## config.mk

```make
export PLATFORM = sky130hd
export DESIGN_NAME = char_lcd_nibble_writer_top_flat
export DESIGN_NICKNAME = d
export VERILOG_FILES = /design/src/design/clnw_pkg.sv /design/src/design/clnw_in_if.sv /design/src/design/clnw_out_if.sv /design/src/design/char_lcd_nibble_writer_top.sv /design/src/design/clnw_bin2bcd.sv /design/src/design/clnw_nib_tx.sv /design/src/flat_wrapper.sv
export SDC_FILE = /design/constraint.sdc
export NUM_CORES = 1
export LEC_CHECK = 0
export BUFFER_PORTS_ARGS = -buffer_cell sky130_fd_sc_hd__buf_2
export CORE_MARGIN = 2
export CORE_UTILIZATION = 35
export CTS_CLUSTER_DIAMETER = 150
export CTS_CLUSTER_SIZE = 8
export DETAILED_ROUTE_END_ITERATION = 8
export SLEW_MARGIN = 15
export SYNTH_ARGS = -nofsm -noshare
export SYNTH_HDL_FRONTEND = slang
export SYNTH_SLANG_ARGS = --single-unit
```

## constraint.sdc

```tcl
create_clock -name clk -period 2.8 [get_ports clk]
set_input_delay 0.56 -clock clk [delete_from_list [all_inputs] [get_ports clk]]
set_output_delay 0.56 -clock clk [all_outputs]
set_load 0.05 [all_outputs]
```

## src/design/clnw_pkg.sv

```systemverilog
`timescale 1ns / 1ps
// ----------------------------------------------------------------------------
// clnw_pkg: shared types and constants
// Action codes, row base addresses and the handshake structs that pass
// between the sequencer, the decimal converter and the nibble transmitter.
// ----------------------------------------------------------------------------
package clnw_pkg;

  localparam int PAYLOAD_W  = 32;
  localparam int BCD_DIGITS = 10;            // decimal digits of a 32-bit value
  localparam int BCD_W      = 4 * BCD_DIGITS;
  localparam int CNT_W      = $clog2(PAYLOAD_W + 1);
  localparam int IDX_W      = $clog2(BCD_DIGITS);

  typedef enum logic [1:0] {
    ACT_CMD    = 2'd0,
    ACT_DATA   = 2'd1,
    ACT_CURSOR = 2'd2,
    ACT_NUMBER = 2'd3
  } action_t;

  localparam logic       RS_CMD     = 1'b0;
  localparam logic       RS_DATA    = 1'b1;
  localparam logic [7:0] CURSOR_CMD = 8'h80;
  localparam logic [7:0] ASCII_ZERO = 8'h30;

  localparam logic [7:0] ROW_BASE [4] = '{8'h80, 8'hC0, 8'h94, 8'hD4};

  typedef struct packed {
    logic       valid;
    logic       rs;
    logic [7:0] data;
    logic       last;
  } byte_req_t;

  typedef struct packed {
    logic start;
    logic shift;
  } conv_ctrl_t;

  typedef struct packed {
    logic       done;
    logic [3:0] digit;
  } conv_stat_t;

endpackage

```

## src/design/clnw_in_if.sv

```systemverilog
`timescale 1ns / 1ps
// ----------------------------------------------------------------------------
// clnw_in_if: request channel
// One beat carries an action code with its payload and cursor position.
// ----------------------------------------------------------------------------
interface clnw_in_if;
  logic        valid;
  logic        ready;
  logic [1:0]  action;
  logic [31:0] payload;
  logic [7:0]  row;
  logic [7:0]  col;

  modport source (output valid, action, payload, row, col, input ready);
  modport sink   (input valid, action, payload, row, col, output ready);
endinterface

```

## src/design/clnw_out_if.sv

```systemverilog
`timescale 1ns / 1ps
// ----------------------------------------------------------------------------
// clnw_out_if: strobe channel
// One beat is one enable strobe on the 4-bit LCD bus.
// ----------------------------------------------------------------------------
interface clnw_out_if;
  logic       valid;
  logic       ready;
  logic       reg_select;
  logic [3:0] bus_nibble;
  logic       last;

  modport source (output valid, reg_select, bus_nibble, last, input ready);
  modport sink   (input valid, reg_select, bus_nibble, last, output ready);
endinterface

```

## src/design/char_lcd_nibble_writer_top.sv

```systemverilog
`timescale 1ns / 1ps
// ----------------------------------------------------------------------------
// char_lcd_nibble_writer_top: 4-bit character LCD writer
// Timing: a byte or cursor action is registered as the pending byte, and the
//   transmitter registers that byte before it offers the first strobe; a
//   number is converted bit-serially before its digits are walked.
// Throughput: one strobe per cycle at best, while out_ch.ready holds; each
//   byte goes out as two strobes, and a new request beat is taken only
//   once the sequencer is back in idle.
// Reset: synchronous, active high; returns to idle with no strobe pending.
// ----------------------------------------------------------------------------
module char_lcd_nibble_writer_top
  import clnw_pkg::*;
#(
  parameter int NUM_ROWS   = 4,
  parameter int NUM_COLS   = 16,
  parameter int MAX_DIGITS = 10
) (
  input  logic       clk,
  input  logic       rst,
  clnw_in_if.sink    in_ch,
  clnw_out_if.source out_ch
);

  // Only the lowest DIGIT_CAP digits of a number go out.
  localparam int CAP_A     = (MAX_DIGITS < NUM_COLS) ? MAX_DIGITS : NUM_COLS;
  localparam int DIGIT_CAP = (CAP_A < 16) ? CAP_A : 16;

  typedef enum logic [3:0] {
    S_IDLE = 4'b0001,  // waiting for a request beat
    S_BYTE = 4'b0010,  // offering the pending byte to the transmitter
    S_CONV = 4'b0100,  // waiting for the decimal conversion
    S_SCAN = 4'b1000   // walking the digits, most significant first
  } state_t;

  state_t state, state_next;

  // Pending byte for command, data and cursor transfers.
  logic       pend_rs,   pend_rs_next;
  logic [7:0] pend_byte, pend_byte_next;
  logic       pend_last, pend_last_next;
  logic       pend_conv, pend_conv_next;   // a number follows the cursor byte

  // Digit walk: index of the digit under the converter's top slot, and
  // whether a nonzero digit has been seen (ends leading-zero suppression).
  logic [IDX_W-1:0] idx,  idx_next;
  logic             seen, seen_next;

  logic       in_fire;
  logic       cur_ok;
  logic [7:0] cur_byte;
  logic       emit;

  byte_req_t  req;
  logic       req_ready;
  conv_ctrl_t conv_ctrl;
  conv_stat_t conv_stat;

  assign in_ch.ready = (state == S_IDLE);
  assign in_fire     = in_ch.valid && in_ch.ready;

  // NUM_ROWS must not exceed 4 (the block does not enforce it); then this also keeps the row base index in range.
  assign cur_ok   = (in_ch.row < 8'(NUM_ROWS)) && (in_ch.col < 8'(NUM_COLS));
  assign cur_byte = CURSOR_CMD | (ROW_BASE[in_ch.row[1:0]] + in_ch.col);

  // A digit goes out once it is inside the cap and not a leading zero;
  // the units digit always goes out, so zero prints as a single '0'.
  assign emit = ({1'b0, idx} < (IDX_W + 1)'(DIGIT_CAP)) &&
                (seen || (conv_stat.digit != 4'h0) || (idx == '0));

  always_comb begin
    state_next     = state;
    pend_rs_next   = pend_rs;
    pend_byte_next = pend_byte;
    pend_last_next = pend_last;
    pend_conv_next = pend_conv;
    idx_next       = idx;
    seen_next      = seen;
    conv_ctrl      = '0;
    req            = '0;

    case (state)
      S_IDLE: begin
        if (in_fire) begin
          idx_next       = IDX_W'(BCD_DIGITS - 1);
          seen_next      = 1'b0;
          pend_conv_next = 1'b0;
          pend_last_next = 1'b1;
          case (action_t'(in_ch.action))
            ACT_CMD, ACT_DATA: begin
              pend_rs_next   = (action_t'(in_ch.action) == ACT_DATA) ? RS_DATA : RS_CMD;
              pend_byte_next = in_ch.payload[7:0];
              state_next     = S_BYTE;
            end
            ACT_CURSOR: begin
              pend_rs_next   = RS_CMD;
              pend_byte_next = cur_byte;
              if (cur_ok) begin
                state_next = S_BYTE;
              end
            end
            ACT_NUMBER: begin
              conv_ctrl.start = 1'b1;
              pend_rs_next    = RS_CMD;
              pend_byte_next  = cur_byte;
              pend_last_next  = 1'b0;
              pend_conv_next  = 1'b1;
              // Digits are written even when the cursor command is dropped.
              state_next      = cur_ok ? S_BYTE : S_CONV;
            end
            default: begin
              state_next = S_IDLE;
            end
          endcase
        end
      end

      S_BYTE: begin
        req.valid = 1'b1;
        req.rs    = pend_rs;
        req.data  = pend_byte;
        req.last  = pend_last;
        if (req_ready) begin
          state_next = pend_conv ? S_CONV : S_IDLE;
        end
      end

      S_CONV: begin
        if (conv_stat.done) begin
          state_next = S_SCAN;
        end
      end

      S_SCAN: begin
        req.valid = emit;
        req.rs    = RS_DATA;
        req.data  = ASCII_ZERO | {4'h0, conv_stat.digit};
        req.last  = (idx == '0);
        if (!emit || req_ready) begin
          conv_ctrl.shift = 1'b1;
          seen_next       = seen || (conv_stat.digit != 4'h0);
          if (idx == '0) begin
            state_next = S_IDLE;
          end else begin
            idx_next = idx - 1'b1;
          end
        end
      end

      default: begin
        state_next = S_IDLE;
      end
    endcase
  end

  always_ff @(posedge clk) begin
    if (rst) begin
      state <= S_IDLE;
    end else begin
      state <= state_next;
    end
  end

  always_ff @(posedge clk) begin
    pend_rs   <= pend_rs_next;
    pend_byte <= pend_byte_next;
    pend_last <= pend_last_next;
    pend_conv <= pend_conv_next;
    idx       <= idx_next;
    seen      <= seen_next;
  end

  clnw_bin2bcd u_bin2bcd (
    .clk   (clk),
    .rst   (rst),
    .ctrl  (conv_ctrl),
    .value (in_ch.payload),
    .stat  (conv_stat)
  );

  clnw_nib_tx u_nib_tx (
    .clk       (clk),
    .rst       (rst),
    .req       (req),
    .req_ready (req_ready),
    .out_ch    (out_ch)
  );

endmodule

```

## src/design/clnw_bin2bcd.sv

```systemverilog
`timescale 1ns / 1ps
// ----------------------------------------------------------------------------
// clnw_bin2bcd: serial binary to BCD converter
// Shift-and-add-3, one payload bit per cycle; digits then leave top first.
// ----------------------------------------------------------------------------
module clnw_bin2bcd
  import clnw_pkg::*;
(
  input  logic                 clk,
  input  logic                 rst,
  input  conv_ctrl_t           ctrl,
  input  logic [PAYLOAD_W-1:0] value,
  output conv_stat_t           stat
);

  logic [PAYLOAD_W-1:0] bin;
  logic [BCD_W-1:0]     bcd;
  logic [BCD_W-1:0]     bcd_adj;
  logic [CNT_W-1:0]     cnt;

  always_comb begin
    for (int k = 0; k < BCD_DIGITS; k++) begin
      bcd_adj[4*k +: 4] = (bcd[4*k +: 4] >= 4'd5) ? bcd[4*k +: 4] + 4'd3 : bcd[4*k +: 4];
    end
  end

  always_ff @(posedge clk) begin
    if (rst) begin
      cnt <= '0;
    end else if (ctrl.start) begin
      cnt <= CNT_W'(PAYLOAD_W);
    end else if (cnt != '0) begin
      cnt <= cnt - 1'b1;
    end
  end

  always_ff @(posedge clk) begin
    if (ctrl.start) begin
      bin <= value;
      bcd <= '0;
    end else if (cnt != '0) begin
      {bcd, bin} <= {bcd_adj[BCD_W-2:0], bin, 1'b0};
    end else if (ctrl.shift) begin
      bcd <= {bcd[BCD_W-5:0], 4'h0};
    end
  end

  assign stat.done  = (cnt == '0);
  assign stat.digit = bcd[BCD_W-1 -: 4];

endmodule

```

## src/design/clnw_nib_tx.sv

```systemverilog
`timescale 1ns / 1ps
// ----------------------------------------------------------------------------
// clnw_nib_tx: byte to nibble transmitter
// Holds one byte and sends it as high nibble then low nibble, one beat each.
// ----------------------------------------------------------------------------
module clnw_nib_tx
  import clnw_pkg::*;
(
  input  logic       clk,
  input  logic       rst,
  input  byte_req_t  req,
  output logic       req_ready,
  clnw_out_if.source out_ch
);

  logic       busy;
  logic       hi;
  logic       rs;
  logic       last;
  logic [7:0] data;

  logic out_fire;

  assign out_fire  = out_ch.valid && out_ch.ready;
  assign req_ready = !busy || (!hi && out_ch.ready);

  always_ff @(posedge clk) begin
    if (rst) begin
      busy <= 1'b0;
      hi   <= 1'b0;
    end else if (req.valid && req_ready) begin
      busy <= 1'b1;
      hi   <= 1'b1;
    end else if (out_fire) begin
      if (hi) begin
        hi <= 1'b0;
      end else begin
        busy <= 1'b0;
      end
    end
  end

  always_ff @(posedge clk) begin
    if (req.valid && req_ready) begin
      rs   <= req.rs;
      data <= req.data;
      last <= req.last;
    end
  end

  assign out_ch.valid      = busy;
  assign out_ch.reg_select = rs;
  assign out_ch.bus_nibble = hi ? data[7:4] : data[3:0];
  assign out_ch.last       = last && !hi;

endmodule
```

## src/flat_wrapper.sv

```systemverilog
// flat-port wrapper written by rule: the top's interface ports become plain ports
module char_lcd_nibble_writer_top_flat import clnw_pkg::*;
#(
  parameter int NUM_ROWS   = 4,
  parameter int NUM_COLS   = 16,
  parameter int MAX_DIGITS = 10
)
  (clk, rst, in_ch_valid, in_ch_action, in_ch_payload, in_ch_row, in_ch_col, in_ch_ready, out_ch_valid, out_ch_reg_select, out_ch_bus_nibble, out_ch_last, out_ch_ready);
  clnw_in_if in_ch_i ();
  clnw_out_if out_ch_i ();
  input  logic clk;
  input  logic rst;
  input wire logic [$bits(in_ch_i.valid)-1:0] in_ch_valid;
  input wire logic [$bits(in_ch_i.action)-1:0] in_ch_action;
  input wire logic [$bits(in_ch_i.payload)-1:0] in_ch_payload;
  input wire logic [$bits(in_ch_i.row)-1:0] in_ch_row;
  input wire logic [$bits(in_ch_i.col)-1:0] in_ch_col;
  output wire logic [$bits(in_ch_i.ready)-1:0] in_ch_ready;
  output wire logic [$bits(out_ch_i.valid)-1:0] out_ch_valid;
  output wire logic [$bits(out_ch_i.reg_select)-1:0] out_ch_reg_select;
  output wire logic [$bits(out_ch_i.bus_nibble)-1:0] out_ch_bus_nibble;
  output wire logic [$bits(out_ch_i.last)-1:0] out_ch_last;
  input wire logic [$bits(out_ch_i.ready)-1:0] out_ch_ready;
  assign in_ch_i.valid = in_ch_valid;
  assign in_ch_i.action = in_ch_action;
  assign in_ch_i.payload = in_ch_payload;
  assign in_ch_i.row = in_ch_row;
  assign in_ch_i.col = in_ch_col;
  assign in_ch_ready = in_ch_i.ready;
  assign out_ch_valid = out_ch_i.valid;
  assign out_ch_reg_select = out_ch_i.reg_select;
  assign out_ch_bus_nibble = out_ch_i.bus_nibble;
  assign out_ch_last = out_ch_i.last;
  assign out_ch_i.ready = out_ch_ready;
  char_lcd_nibble_writer_top #(.NUM_ROWS(NUM_ROWS), .NUM_COLS(NUM_COLS), .MAX_DIGITS(MAX_DIGITS)) u_core (.clk(clk), .rst(rst), .in_ch(in_ch_i), .out_ch(out_ch_i));
endmodule
```

==> summary.txt, run 1 <==
Logic synthesis
  – Post-Syn Area: about 6000 um^2
  – Asr flop ratio synth: 0%
  – Post-synth EDFFs: 58
  – Cells after synthesis: ~600
  – Largest cells by area after synthesis: edfxtp_1 29%, dfxtp_1 17%, nand2_1 7.0%, mux2i_1 6.5%, a211oi_1 6.3%
  – Synth top area share: approximately 29%
  – Area leader, netlist: edfxtp_1
  – Distinct cells, synth: 55
  – Flops & latches, synth: 110
  – Syn nets: ~680
  – Yosys synthesis warning count: 0
  – Post-synthesis sequential area ratio: 46.4%
  – Mapped Avg Cell Area: ~10 um^2
  – Top FF cell, synth: edfxtp_1

Timing
  – Max Freq: 0.401 GHz
  – Slew @ Worst Pin: about 850 ps
  – Setup TNS Final: 0 ps
  – Final hold viol count: 0
  – Slew Limit Fails: 0
  – RSZ-0062 raised after global routing: false
  – Final min period: between 2000 and 2500 ps
  – Hold Slack: around 470 ps
  – Rel. slew slack: between 40% and 50%
  – Final Cycle Share: around 89%
  – Skew final: ~10 ps
  – Endpoints failing setup: 0

Die
  – Ports: 62
  – Row count: 47
  – Core Box Area: between 15,000 and 20,000 um^2
  – Die Height: 135 um
  – Die width: 135 um
  – Initial Utilization: between 30% and 40%
  – Full die area: 18,200 um^2

Detailed routing
  – 1st-iter DRT viols: 196
  – Detail Route Antenna Nets: 0
  – DR WL/cell: between 10 and 15 um
  – DR DRC count: 0
  – Final Routed Wirelength: ~12,000 um
  – Vias per inst: about 5.0
  – Routed vias: around 4,400
  – DRT Pass-1 Iters: 4

Placed design
  – Detailed Place HPWL: 8570 um
  – Post-DP Area: 6540 um^2
  – Cell count after placement: around 870
  – Port-buffer cells: 61
  – Gpl congestion: between 0.7 and 0.8

Clock tree
  – CTS tree: done
  – Clock sink count: 110
  – Clock buffer depth: 2
  – Clock slew at reported path FFs: about 70 ps
  – Root Driver: clkbuf_16
  – H-Tree Depth: 3
  – Post-CTS setup buffer count: 0
  – Hold-fix buffers at CTS: 0
  – Clock latency on the worst-skew pair: 350 ps
  – CTS Buf Count: 9
  – Post-CTS Resized: 0

Finish
  – Final Non-Filler Cells: just under 900
  – Util after Layout: 41.1%
  – Design Area, Final: roughly 7000 um^2
  – Diodes inserted: 0
  – Layout Nets: about 740
  – Fraction of final layout cells sized beyond drive strength 1: about 17%
  – Area delta synth->final: 14.2%

Worst setup path
  – Crit-path max FO: 22
  – CP required: slightly above 3000 ps
  – Setup crit start kind: register
  – Crit end category: register
  – Slowest cell on crit path: o21ai_4
  – Arr. time, crit path: 2750 ps
  – Cells along the critical path: inv_1 > ha_1 > nor3b_2 > o21ai_1 > o21ai_4 > buf_12 > mux2i_1 > a211oi_1
  – CP Class: reg2reg
  – Worst path max stage delay: between 600 and 700 ps

Power
  – Pwr Density: between 1000 and 1500 nW/um^2
  – Max VDD drop: ~0.54 mV
  – Leakage power: just under 3 nW

Global route
  – Number of global-route vias before repair: 4,253
  – Total gr overflow: 0
  – Number of antenna violations at the first check in global routing: 0
  – Pin count of the biggest net entering global routing: 46
  – GRT Util Overall: approximately 14%
  – First-pass GRT wire length: approximately 20,000 um

Run status
  – Outcome: finished, final reports clean

Job
  – Max-cap violations: 0

Worst hold path
  – Hold Crit Class: in2reg
-- per-stage QoR --
step                total power [mW]  setup WS (ps)
detailed placement              6.83            257
global route                    8.78           90.0
CTS                             8.15            252
finish                          8.05            309
floorplan                       5.97            272
global placement                6.65            378
-- cells by family (layout without fill, tap and decap cells) --
group | Yosys count | count (layout) | share of synthesized area, %
and+or+nand+nor | 209 | 209 | 17.7
AOI/OAI and AO/OA | 128 | 128 | 13.9
DFF | 110 | 110 | 46.4
buffers and inverters | 57 | 119 | 4.62
muxes | 49 | 49 | 8.40
adders and majority gates | 28 | 28 | 5.85
xor gates and xnor gates | 21 | 21 | 3.07
-- metal layers --
layer	part of all wire, %	vias up	track usage (%)
li1	-	2273	-
met1	48	2087	17.4
met5	0	-	0
met3	2.1	2	3.57
met4	0.68	0	3.39
met2	49	46	23.0
-- sequential cells by signal, indices dropped and copies added (netlist names) --
signal and count:
u_core.u_bin2bcd.bcd 40, u_core.pend_rs 1, u_core.u_nib_tx.hi 1, u_core.u_nib_tx.out_ch.valid 1, u_core.u_nib_tx.data 8, u_core.u_nib_tx.out_ch.reg_select 1, u_core.idx 4, u_core.pend_last 1
u_core.pend_conv 1, u_core.state 4, u_core.u_nib_tx.last 1, u_core.u_bin2bcd.cnt 6, u_core.seen 1, u_core.u_bin2bcd.bin 32, u_core.pend_byte 8
-- worst paths after layout --
path	start	endpoint	slack [ps]	depth (start not counted)
max reg2reg	u_core.idx[0]$_SDFFCE_PN1P_	u_core.u_bin2bcd.bcd[30]$_SDFFE_PP0P_	310	8
min	in_ch_payload[21]	u_core.u_bin2bcd.bin[21]$_DFFE_PP_	470	3
min reg2reg	u_core.u_bin2bcd.bin[28]$_DFFE_PP_	u_core.u_bin2bcd.bin[29]$_DFFE_PP_	510	2
max	u_core.idx[0]$_SDFFCE_PN1P_	u_core.u_bin2bcd.bcd[30]$_SDFFE_PP0P_	310	8
-- power breakdown --
group,switching [mW],total (mW),internal (mW)
Sequential,0.595,3.21,2.62
Clock,0.585,1.28,0.698
Combinational,2.02,3.55,1.53
-- final cells by class --
class	count	area [um^2]
Clock buffer	9	225
Fill cell	1629	9800
Tap cell	220	275
Clock inverter	7	72.6
Inverter	29	109
Timing Repair Buffer	74	428
Multi-Input combinational cell	435	2950
Sequential cell	110	2780
-- critical path, delay by kind of cell, from the launching register on --
kind                       cells  cell delay [ps]
and+or+nand+nor                1              260
AOI/OAI and AO/OA              3             1090
DFF                            1              410
buffers and inverters          2              390
muxes                          1              100
adders and majority gates      1              140
-- synthesized netlist by cell type, types with 2 or more instances --
cell type and instances:
clkbuf_1 9, nand2b_1 15, nor3_4 2, nand4_1 2, nor2_1 24, a21oi_1 33
o21ai_1 2, nor3b_2 2, o2bb2ai_1 2, buf_4 3, nor2b_1 4, a211oi_1 50
nor3b_1 16, ha_1 28, edfxtp_1 58, nor3_1 5, xor2_1 2, nand2_1 112
xnor2_1 19, nor2_2 2, inv_1 29, nand3_1 4, buf_2 11, mux2i_1 39
and2_1 6, o21ai_0 26, mux2_2 10, buf_6 5, dfxtp_1 52, a22o_1 3
o211ai_1 2, nor4_1 2
-- cells in the final DEF (no fill, tap or decap), types with 2 or more instances in the layout --
master,n
nand2_1,112
buf_2,61
edfxtp_1,58
dfxtp_1,52
a211oi_1,50
mux2i_1,39
a21oi_1,33
inv_1,29
ha_1,28
o21ai_0,26
nor2_1,24
xnor2_1,19
nor3b_1,16
nand2b_1,15
buf_4,11
mux2_2,10
clkbuf_16,9
and2_1,6
nor3_1,5
nor2b_1,4
nand3_1,4
a22o_1,3
nor3b_2,2
nor3_4,2
xor2_1,2
nor4_1,2
o211ai_1,2
nand4_1,2
o2bb2ai_1,2
buf_12,2
Power figures use the tool's default switching activity.
==> run 2, diff against run 1 <==
--- a/config.mk
+++ b/config.mk
@@ -11,7 +11,9 @@
 export CTS_CLUSTER_DIAMETER = 150
 export CTS_CLUSTER_SIZE = 8
 export DETAILED_ROUTE_END_ITERATION = 8
-export SLEW_MARGIN = 15
+export RECOVER_POWER = 50
+export REMOVE_ABC_BUFFERS = 1
+export SLEW_MARGIN = 10
 export SYNTH_ARGS = -nofsm -noshare
 export SYNTH_HDL_FRONTEND = slang
 export SYNTH_SLANG_ARGS = --single-unit
==> run 2 against run 1 <==
Against the previous run:
- clock-buffer cell count up 2
- die area is the same
- setup slack worse by 75 ps
- core utilization fell by 0.35 points
- critical endpoint is now u_core.u_bin2bcd.bin[7]$_DFFE_PP_
- critical path depth down 3
- worst hold slack got worse by 1.2 ps
- global-route usage about the same
- largest cell class unchanged
- combinational power is 1% lower
- wire length decreased by 0.31%
- flip-flop and latch count stayed put
- fmax decreased by 2.9%
==> summary.txt, run 2 (synthesis gave the netlist of run 1 again) <==
Timing
  – Final Cycle Share: 91.7% (+2.7 points)
  – Final min period: 2570 ps (+74.9 ps)
  – Final hold viol count: 0 (unchanged)
  – Setup TNS Final: 0 ps (unchanged)
  – Endpoints failing setup: 0 (unchanged)
  – Max Freq: 0.390 GHz (-2.9%)
  – Slew @ Worst Pin: 999 ps (+153 ps)
  – Skew final: 10.2 ps (+0.290 ps)
  – RSZ-0062 raised after global routing: false
  – Slew Limit Fails: 0 (unchanged)
  – Rel. slew slack: 33.4% (-10 points)
  – Setup ws final: 234 ps (-74.9 ps)

Finish
  – Most common cell after layout, fill and taps aside: nand2_1
  – Layout Nets: 742 (+0.13%)
  – Largest reg by FF count: u_core.u_bin2bcd.bcd
  – Biggest regs: u_core.u_bin2bcd.bcd x40, u_core.u_bin2bcd.bin x32
  – Most frequent cells in the layout: 112 x nand2_1, 58 x edfxtp_1, 52 x buf_2, 52 x dfxtp_1, 51 x a211oi_1
  – Util after Layout: 40.7% (-0.35 points)
  – Diodes inserted: 0 (unchanged)
  – Area delta synth->final: 13.2%
  – Fraction of final layout cells sized beyond drive strength 1: 14.9% (-2.6 points)
  – Largest register FFs: 40 (unchanged)

Clock tree
  – Post-CTS Resized: 0 (unchanged)
  – Hold-fix buffers at CTS: 0 (unchanged)
  – Clock sink count: 110 (unchanged)
  – H-Tree Depth: 3 (unchanged)
  – Root Driver: clkbuf_16
  – Post-CTS setup buffer count: 0 (unchanged)
  – Clock latency on the worst-skew pair: 350 ps (about the same)
  – Clock buffer depth: 2 (unchanged)
  – Clock slew at reported path FFs: 80 ps (about the same)
  – CTS tree: done
  – CTS Buf Count: 9 (unchanged)

Worst setup path
  – Critical Path Most Common Cell: nand2_1
  – Cells along the critical path: or4b_1 > nor3_4 > clkbuf_2 > nand2_1 > nand2_1
  – Setup crit start kind: register
  – Worst path max stage delay: 780 ps (+100 ps)
  – Arr. time, crit path: 2790 ps (+40 ps)
  – Crit-path max FO: 45 (+100%)
  – Crit end category: register
  – Buffers and inverters on the worst path: 1 (-1)
  – R2R Path Start: u_core.state[0]$_SDFFE_PP1P_
  – Reg-to-Reg End: u_core.u_bin2bcd.bin[7]$_DFFE_PP_
  – CP required: 3020 ps (-40 ps)
  – CP top delay family: simple AND/OR/NAND/NOR gates
  – R2r setup slk: 230 ps (-70 ps)
  – CP Class: reg2reg
  – Slowest cell on crit path: clkbuf_2
  – FF-to-FF path depth: 5 (-3)

Placed design
  – Detailed Place HPWL: 8420 um (-1.8%)
  – Gpl congestion: 0.797 (+2.7%)
  – Worst slack at placement: 590 ps (+332 ps)
  – Port-buffer cells: 61 (unchanged)

Worst hold path
  – Worst hold start: in_ch_payload[19]
  – Hold Path End: u_core.u_bin2bcd.bin[19]$_DFFE_PP_
  – Hold Crit Class: in2reg
  – Hold depth: 3 (unchanged)

Power
  – Comb power frac: 43.6% (-0.5 points)
  – Seq pwr share: 39.9% (about the same)
  – Pwr Density: 1180 nW/um^2 (+0.54%)
  – Leakage power: 2.93 nW (-1.3%)
  – Power Total: 8.02 mW (-0.32%)
  – P_int: 4.86 mW (+0.28%)
  – Max VDD drop: 0.425 mV (-21%)
  – Net Sw Frac: 39.4% (-0.36 points)
  – Clock power share: 16.5% (+0.5 points)
  – NetSw: 3.16 mW (-1.2%)

Detailed routing
  – 1st-iter DRT viols: 186 (-5.1%)
  – DR WL/cell: 13.6 um (-0.43%)
  – DR DRC count: 0 (unchanged)
  – Vias per inst: 4.99 (about the same)
  – Detail Route Antenna Nets: 0 (unchanged)
  – Final Routed Wirelength: 12,000 um (-0.31%)
  – DRT Pass-1 Iters: 4 (unchanged)
  – Routed vias: 4,414 (+0.14%)

Die
  – Initial Utilization: 36.0% (unchanged)
  – Row count: 47 (unchanged)
  – Full die area: 18,200 um^2 (unchanged)
  – Die width: 135 um (unchanged)
  – Die Height: 135 um (unchanged)
  – Core Box Area: 16,600 um^2 (unchanged)
  – Ports: 62 (unchanged)

Global route
  – Number of global-route vias before repair: 4,308 (+1.3%)
  – Number of antenna violations at the first check in global routing: 0 (unchanged)
  – First-pass GRT wire length: 20,300 um (+1.4%)
  – GRT Util Overall: 13.7% (+0.026 points)
  – Total gr overflow: 0 (unchanged)
  – Pin count of the biggest net entering global routing: 46 (unchanged)

Run status
  – Outcome: finished, final reports clean

Job
  – Max-cap violations: 0 (unchanged)
[run 2: final cells by class]
| class | count | area, um^2 |
|---|---|---|
| timing repair buffer | 75 | 395 |
| fill | 1660 | 9860 |
| clock inverter | 5 | 65.1 |
| tap | 220 | 275 |
| clock buffer | 11 | 243 |
| multi-input combinational | 435 | 2910 |
| inverter | 29 | 109 |
| sequential | 110 | 2780 |
[run 2: worst min-delay path, stage by stage]
cell     delay, ps
buf_2           70
nand2_1         40
nand2_1         50
[run 2: worst max path at each step]
stage,startpoint,end,slack (ps),depth (start not counted)
finish,u_core.state[0]$_SDFFE_PP1P_,u_core.u_bin2bcd.bin[7]$_DFFE_PP_,230,5
global route,u_core.state[0]$_SDFFE_PP1P_,u_core.u_bin2bcd.cnt[4]$_SDFFE_PP0N_,110,5
CTS,u_core.state[0]$_SDFFE_PP1P_,in_ch_ready,260,3
detailed placement,u_core.state[0]$_SDFFE_PP1P_,u_core.u_bin2bcd.bin[13]$_DFFE_PP_,590,5
global placement,u_core.u_bin2bcd.bcd[37]$_SDFFE_PP0P_,u_core.u_bin2bcd.bcd[24]$_SDFFE_PP0P_,640,8
floorplan,u_core.u_nib_tx.out_ch.valid$_SDFFE_PP0P_,u_core.u_bin2bcd.bcd[10]$_SDFFE_PP0P_,-1240,4
[run 2: power groups by stage]
stage | registers, mW | clock network, mW | logic, mW
after global routing | 3.31 | 1.42 | 4.04
after CTS | 3.21 | 1.36 | 3.58
after detailed placement | 3.25 | 0 | 3.54
after floorplan | 3.08 | 0 | 2.78
final | 3.20 | 1.32 | 3.50
after global placement | 3.22 | 0 | 3.42
[run 2: routing by layer]
layer | track usage (%) | vias up | routed length (um)
met1 | 17.5 | 2096 | 5690
met3 | 2.52 | 9 | 258
li1 | - | 2266 | -
met4 | 4.56 | 0 | 143
met5 | 0 | - | 0
met2 | 23.3 | 43 | 5940
[run 2: stage by stage]
| step | instances | cell area [um^2] | hold slack (ps) |
|---|---|---|---|
| floorplan | 574 | 5820 | 471 |
| global placement | 869 | 6550 | 490 |
| detailed placement | 869 | 6550 | 496 |
| CTS | 885 | 6860 | 462 |
| global route | 885 | 6780 | 473 |
| finish | 885 | 6780 | 471 |
==> run 3, diff against run 2 <==
--- a/config.mk
+++ b/config.mk
@@ -13,7 +13,8 @@
 export DETAILED_ROUTE_END_ITERATION = 8
 export RECOVER_POWER = 50
 export REMOVE_ABC_BUFFERS = 1
-export SLEW_MARGIN = 10
+export SETUP_SLACK_MARGIN = 0.5
+export SLEW_MARGIN = 30
 export SYNTH_ARGS = -nofsm -noshare
 export SYNTH_HDL_FRONTEND = slang
 export SYNTH_SLANG_ARGS = --single-unit
==> run 3 against run 2 <==
Against the previous run:
- sequential power hardly changed
- via count up 0.32%
- flip-flop and latch count stayed put
- total power grew 0.29%
- first-iteration DRC count is 4.8% lower
- combinational power is essentially flat
- cell count up 0.23%
- sequential share of layout area down 0.34 points
- clock skew is 0.56 ps lower
- non-clock buffer count increased by 2
- worst hold slack better by 0.64 ps
- clock power about the same
- critical endpoint is now u_core.u_bin2bcd.bin[17]$_DFFE_PP_
- largest cell class unchanged
==> summary.txt, run 3 (synthesis gave the netlist of run 1 again) <==
Run status
  – Outcome: finished, final reports clean

Clock tree
  – H-Tree Depth: 3 (unchanged)
  – Clock buffer depth: 2 (unchanged)
  – Clock latency on the worst-skew pair: 350 ps (about the same)
  – Root Driver: clkbuf_16
  – Clock slew at reported path FFs: 70 ps (about the same)
  – CTS tree: done
  – CTS Buf Count: 9 (unchanged)
  – Clock sink count: 110 (unchanged)

Placed design
  – Cell count after placement: 869 (unchanged)
  – Port-buffer cells: 61 (unchanged)
  – Post-DP Area: 6550 um^2 (unchanged)
  – Worst slack at placement: 590 ps (unchanged)
  – Gpl congestion: 0.797 (unchanged)
  – Detailed Place HPWL: 8420 um (unchanged)

Global route
  – Number of antenna violations at the first check in global routing: 0 (unchanged)
  – First-pass GRT wire length: 20,400 um (+0.17%)
  – Total gr overflow: 0 (unchanged)
  – Number of global-route vias before repair: 4,306 (-0.046%)
  – GRT Util Overall: 13.7% (+0.016 points)
  – Pin count of the biggest net entering global routing: 46 (unchanged)

Worst setup path
  – Slowest cell on crit path: or4b_1
  – Critical Path Most Common Cell: nand2_1
  – Cells along the critical path: or4b_1 > clkbuf_1 > nor2_1 > nand2_1 > clkbuf_2 > nand2_1 > nand2_1
  – R2R Path Start: u_core.state[0]$_SDFFE_PP1P_
  – Reg-to-Reg End: u_core.u_bin2bcd.bin[17]$_DFFE_PP_
  – R2r setup slk: 490 ps (+250 ps)
  – Crit end category: register
  – CP Class: reg2reg
  – CP required: 2910 ps (-110 ps)
  – FF-to-FF path depth: 7 (+2)
  – Crit-path max FO: 23 (-49%)
  – Worst setup endpoint: u_core.u_bin2bcd.bin[17]$_DFFE_PP_
  – Arr. time, crit path: 2420 ps (-370 ps)
  – Worst path max stage delay: 480 ps (-300 ps)
  – Setup crit start kind: register
  – Worst Setup SP: u_core.state[0]$_SDFFE_PP1P_

Detailed routing
  – DR DRC count: 0 (unchanged)
  – Detail Route Antenna Nets: 0 (unchanged)
  – Vias per inst: 4.99 (about the same)
  – Final Routed Wirelength: 12,200 um (+1.7%)
  – DR WL/cell: 13.8 um (+1.4%)
  – Routed vias: 4,428 (+0.32%)
  – 1st-iter DRT viols: 177 (-4.8%)
  – DRT Pass-1 Iters: 4 (unchanged)

Finish
  – Reg area: 2780 um^2 (unchanged)
  – Fill count: 1,661 (+0.060%)
  – Largest reg by FF count: u_core.u_bin2bcd.bcd
  – Biggest regs: u_core.u_bin2bcd.bcd x40, u_core.u_bin2bcd.bin x32
  – Design Area, Final: 6840 um^2 (+0.83%)
  – Diodes inserted: 0 (unchanged)
  – Layout Nets: 744 (+0.27%)
  – Largest register FFs: 40 (unchanged)
  – Final Non-Filler Cells: 887 (+0.23%)
  – Most common cell after layout, fill and taps aside: nand2_1
  – Fraction of final layout cells sized beyond drive strength 1: 15.6% (+0.70 points)
  – Area delta synth->final: 14.1%
  – Footprint of the multi-input gates: 2920 um^2 (+0.30%)
  – Most frequent cells in the layout: 113 x nand2_1, 58 x edfxtp_1, 53 x buf_2

Timing
  – Final min period: 2310 ps (-253 ps)
  – Hold Slack: 472 ps (+0.637 ps)
  – Slew @ Worst Pin: 959 ps (-40.0 ps)
  – Setup ws final: 487 ps (+253 ps)
  – Final Cycle Share: 82.6% (-9.0 points)
  – Final hold viol count: 0 (unchanged)
  – Max Freq: 0.432 GHz (+11%)
  – Rel. slew slack: 35.9% (+2.5 points)
  – Skew final: 9.59 ps (-0.562 ps)
  – Setup TNS Final: 0 ps (unchanged)
  – Slew Limit Fails: 0 (unchanged)
  – RSZ-0062 raised after global routing: false
  – Endpoints failing setup: 0 (unchanged)

Job
  – Max-cap violations: 0 (unchanged)

Power
  – Pwr Density: 1180 nW/um^2 (-0.54%)
  – Leakage power: 2.96 nW (+0.99%)
  – Max VDD drop: 0.425 mV (about the same)

Die
  – Initial Utilization: 36.0% (unchanged)
  – Die Height: 135 um (unchanged)
  – Die width: 135 um (unchanged)
  – Full die area: 18,200 um^2 (unchanged)
  – Core Box Area: 16,600 um^2 (unchanged)
  – Ports: 62 (unchanged)
  – Row count: 47 (unchanged)

Worst hold path
  – Hold Crit Class: in2reg
  – Worst hold start: in_ch_payload[19]
==> run 3: what timing repair did <==
item                       in CTS  in global routing
buffers inserted                1                  0
hold buffers                    0                  0
resized for setup               2                  1
setup endpoints to repair       1                  5
cloned                          0                  1
==> run 3: power by group <==
group	switching, mW	total, mW	internal (mW)
registers	0.590	3.20	2.61
logic	1.99	3.52	1.53
clock network	0.592	1.32	0.729
==> run 3: metal layers <==
| metal | wire length [um] | share of wire (%) | vias to the layer above | global-route usage, % |
|---|---|---|---|---|
| li1 | - | - | 2268 | - |
| met5 | 0 | 0 | - | 0 |
| met1 | 5750 | 47 | 2102 | 17.6 |
| met2 | 6000 | 49 | 49 | 23.2 |
| met4 | 146 | 1.2 | 0 | 4.56 |
| met3 | 332 | 2.7 | 9 | 2.52 |
==> run 3: area by class of cell <==
cell class,instances,share of cell area [%]
multi-input combinational,435,42.7
sequential,110,40.7
timing repair buffer,77,6.48
tap,220,4.03
clock buffer,11,3.55
inverter,29,1.59
clock inverter,5,0.952
==> run 3: worst min path at each step <==
stage	endpoint	slack (ps)	depth (start not counted)
2_1_floorplan	u_core.u_bin2bcd.bcd[0]$_SDFFE_PP0P_	470	2
3_3_place_gp	u_core.u_bin2bcd.bin[31]$_DFFE_PP_	490	2
3_5_place_dp	u_core.u_bin2bcd.bin[7]$_DFFE_PP_	500	2
4_1_cts	u_core.u_bin2bcd.bin[19]$_DFFE_PP_	460	3
5_1_grt	u_core.u_bin2bcd.bin[14]$_DFFE_PP_	470	3
6_report	u_core.u_bin2bcd.bin[19]$_DFFE_PP_	470	3
==> run 3: worst max-delay path, delay by kind of cell, from the launching register on <==
kind                   cells  cell delay (ps)
flip-flops                 1              420
buffers and inverters      2              610
AND/OR/NAND/NOR            5             1050
==> run 3: through the flow <==
stage	total power [mW]	utilization, %
floorplan	5.86	-
global placement	6.64	39.4
detailed placement	6.79	39.4
CTS	8.19	41.3
global route	8.79	41.1
finish	8.04	41.1
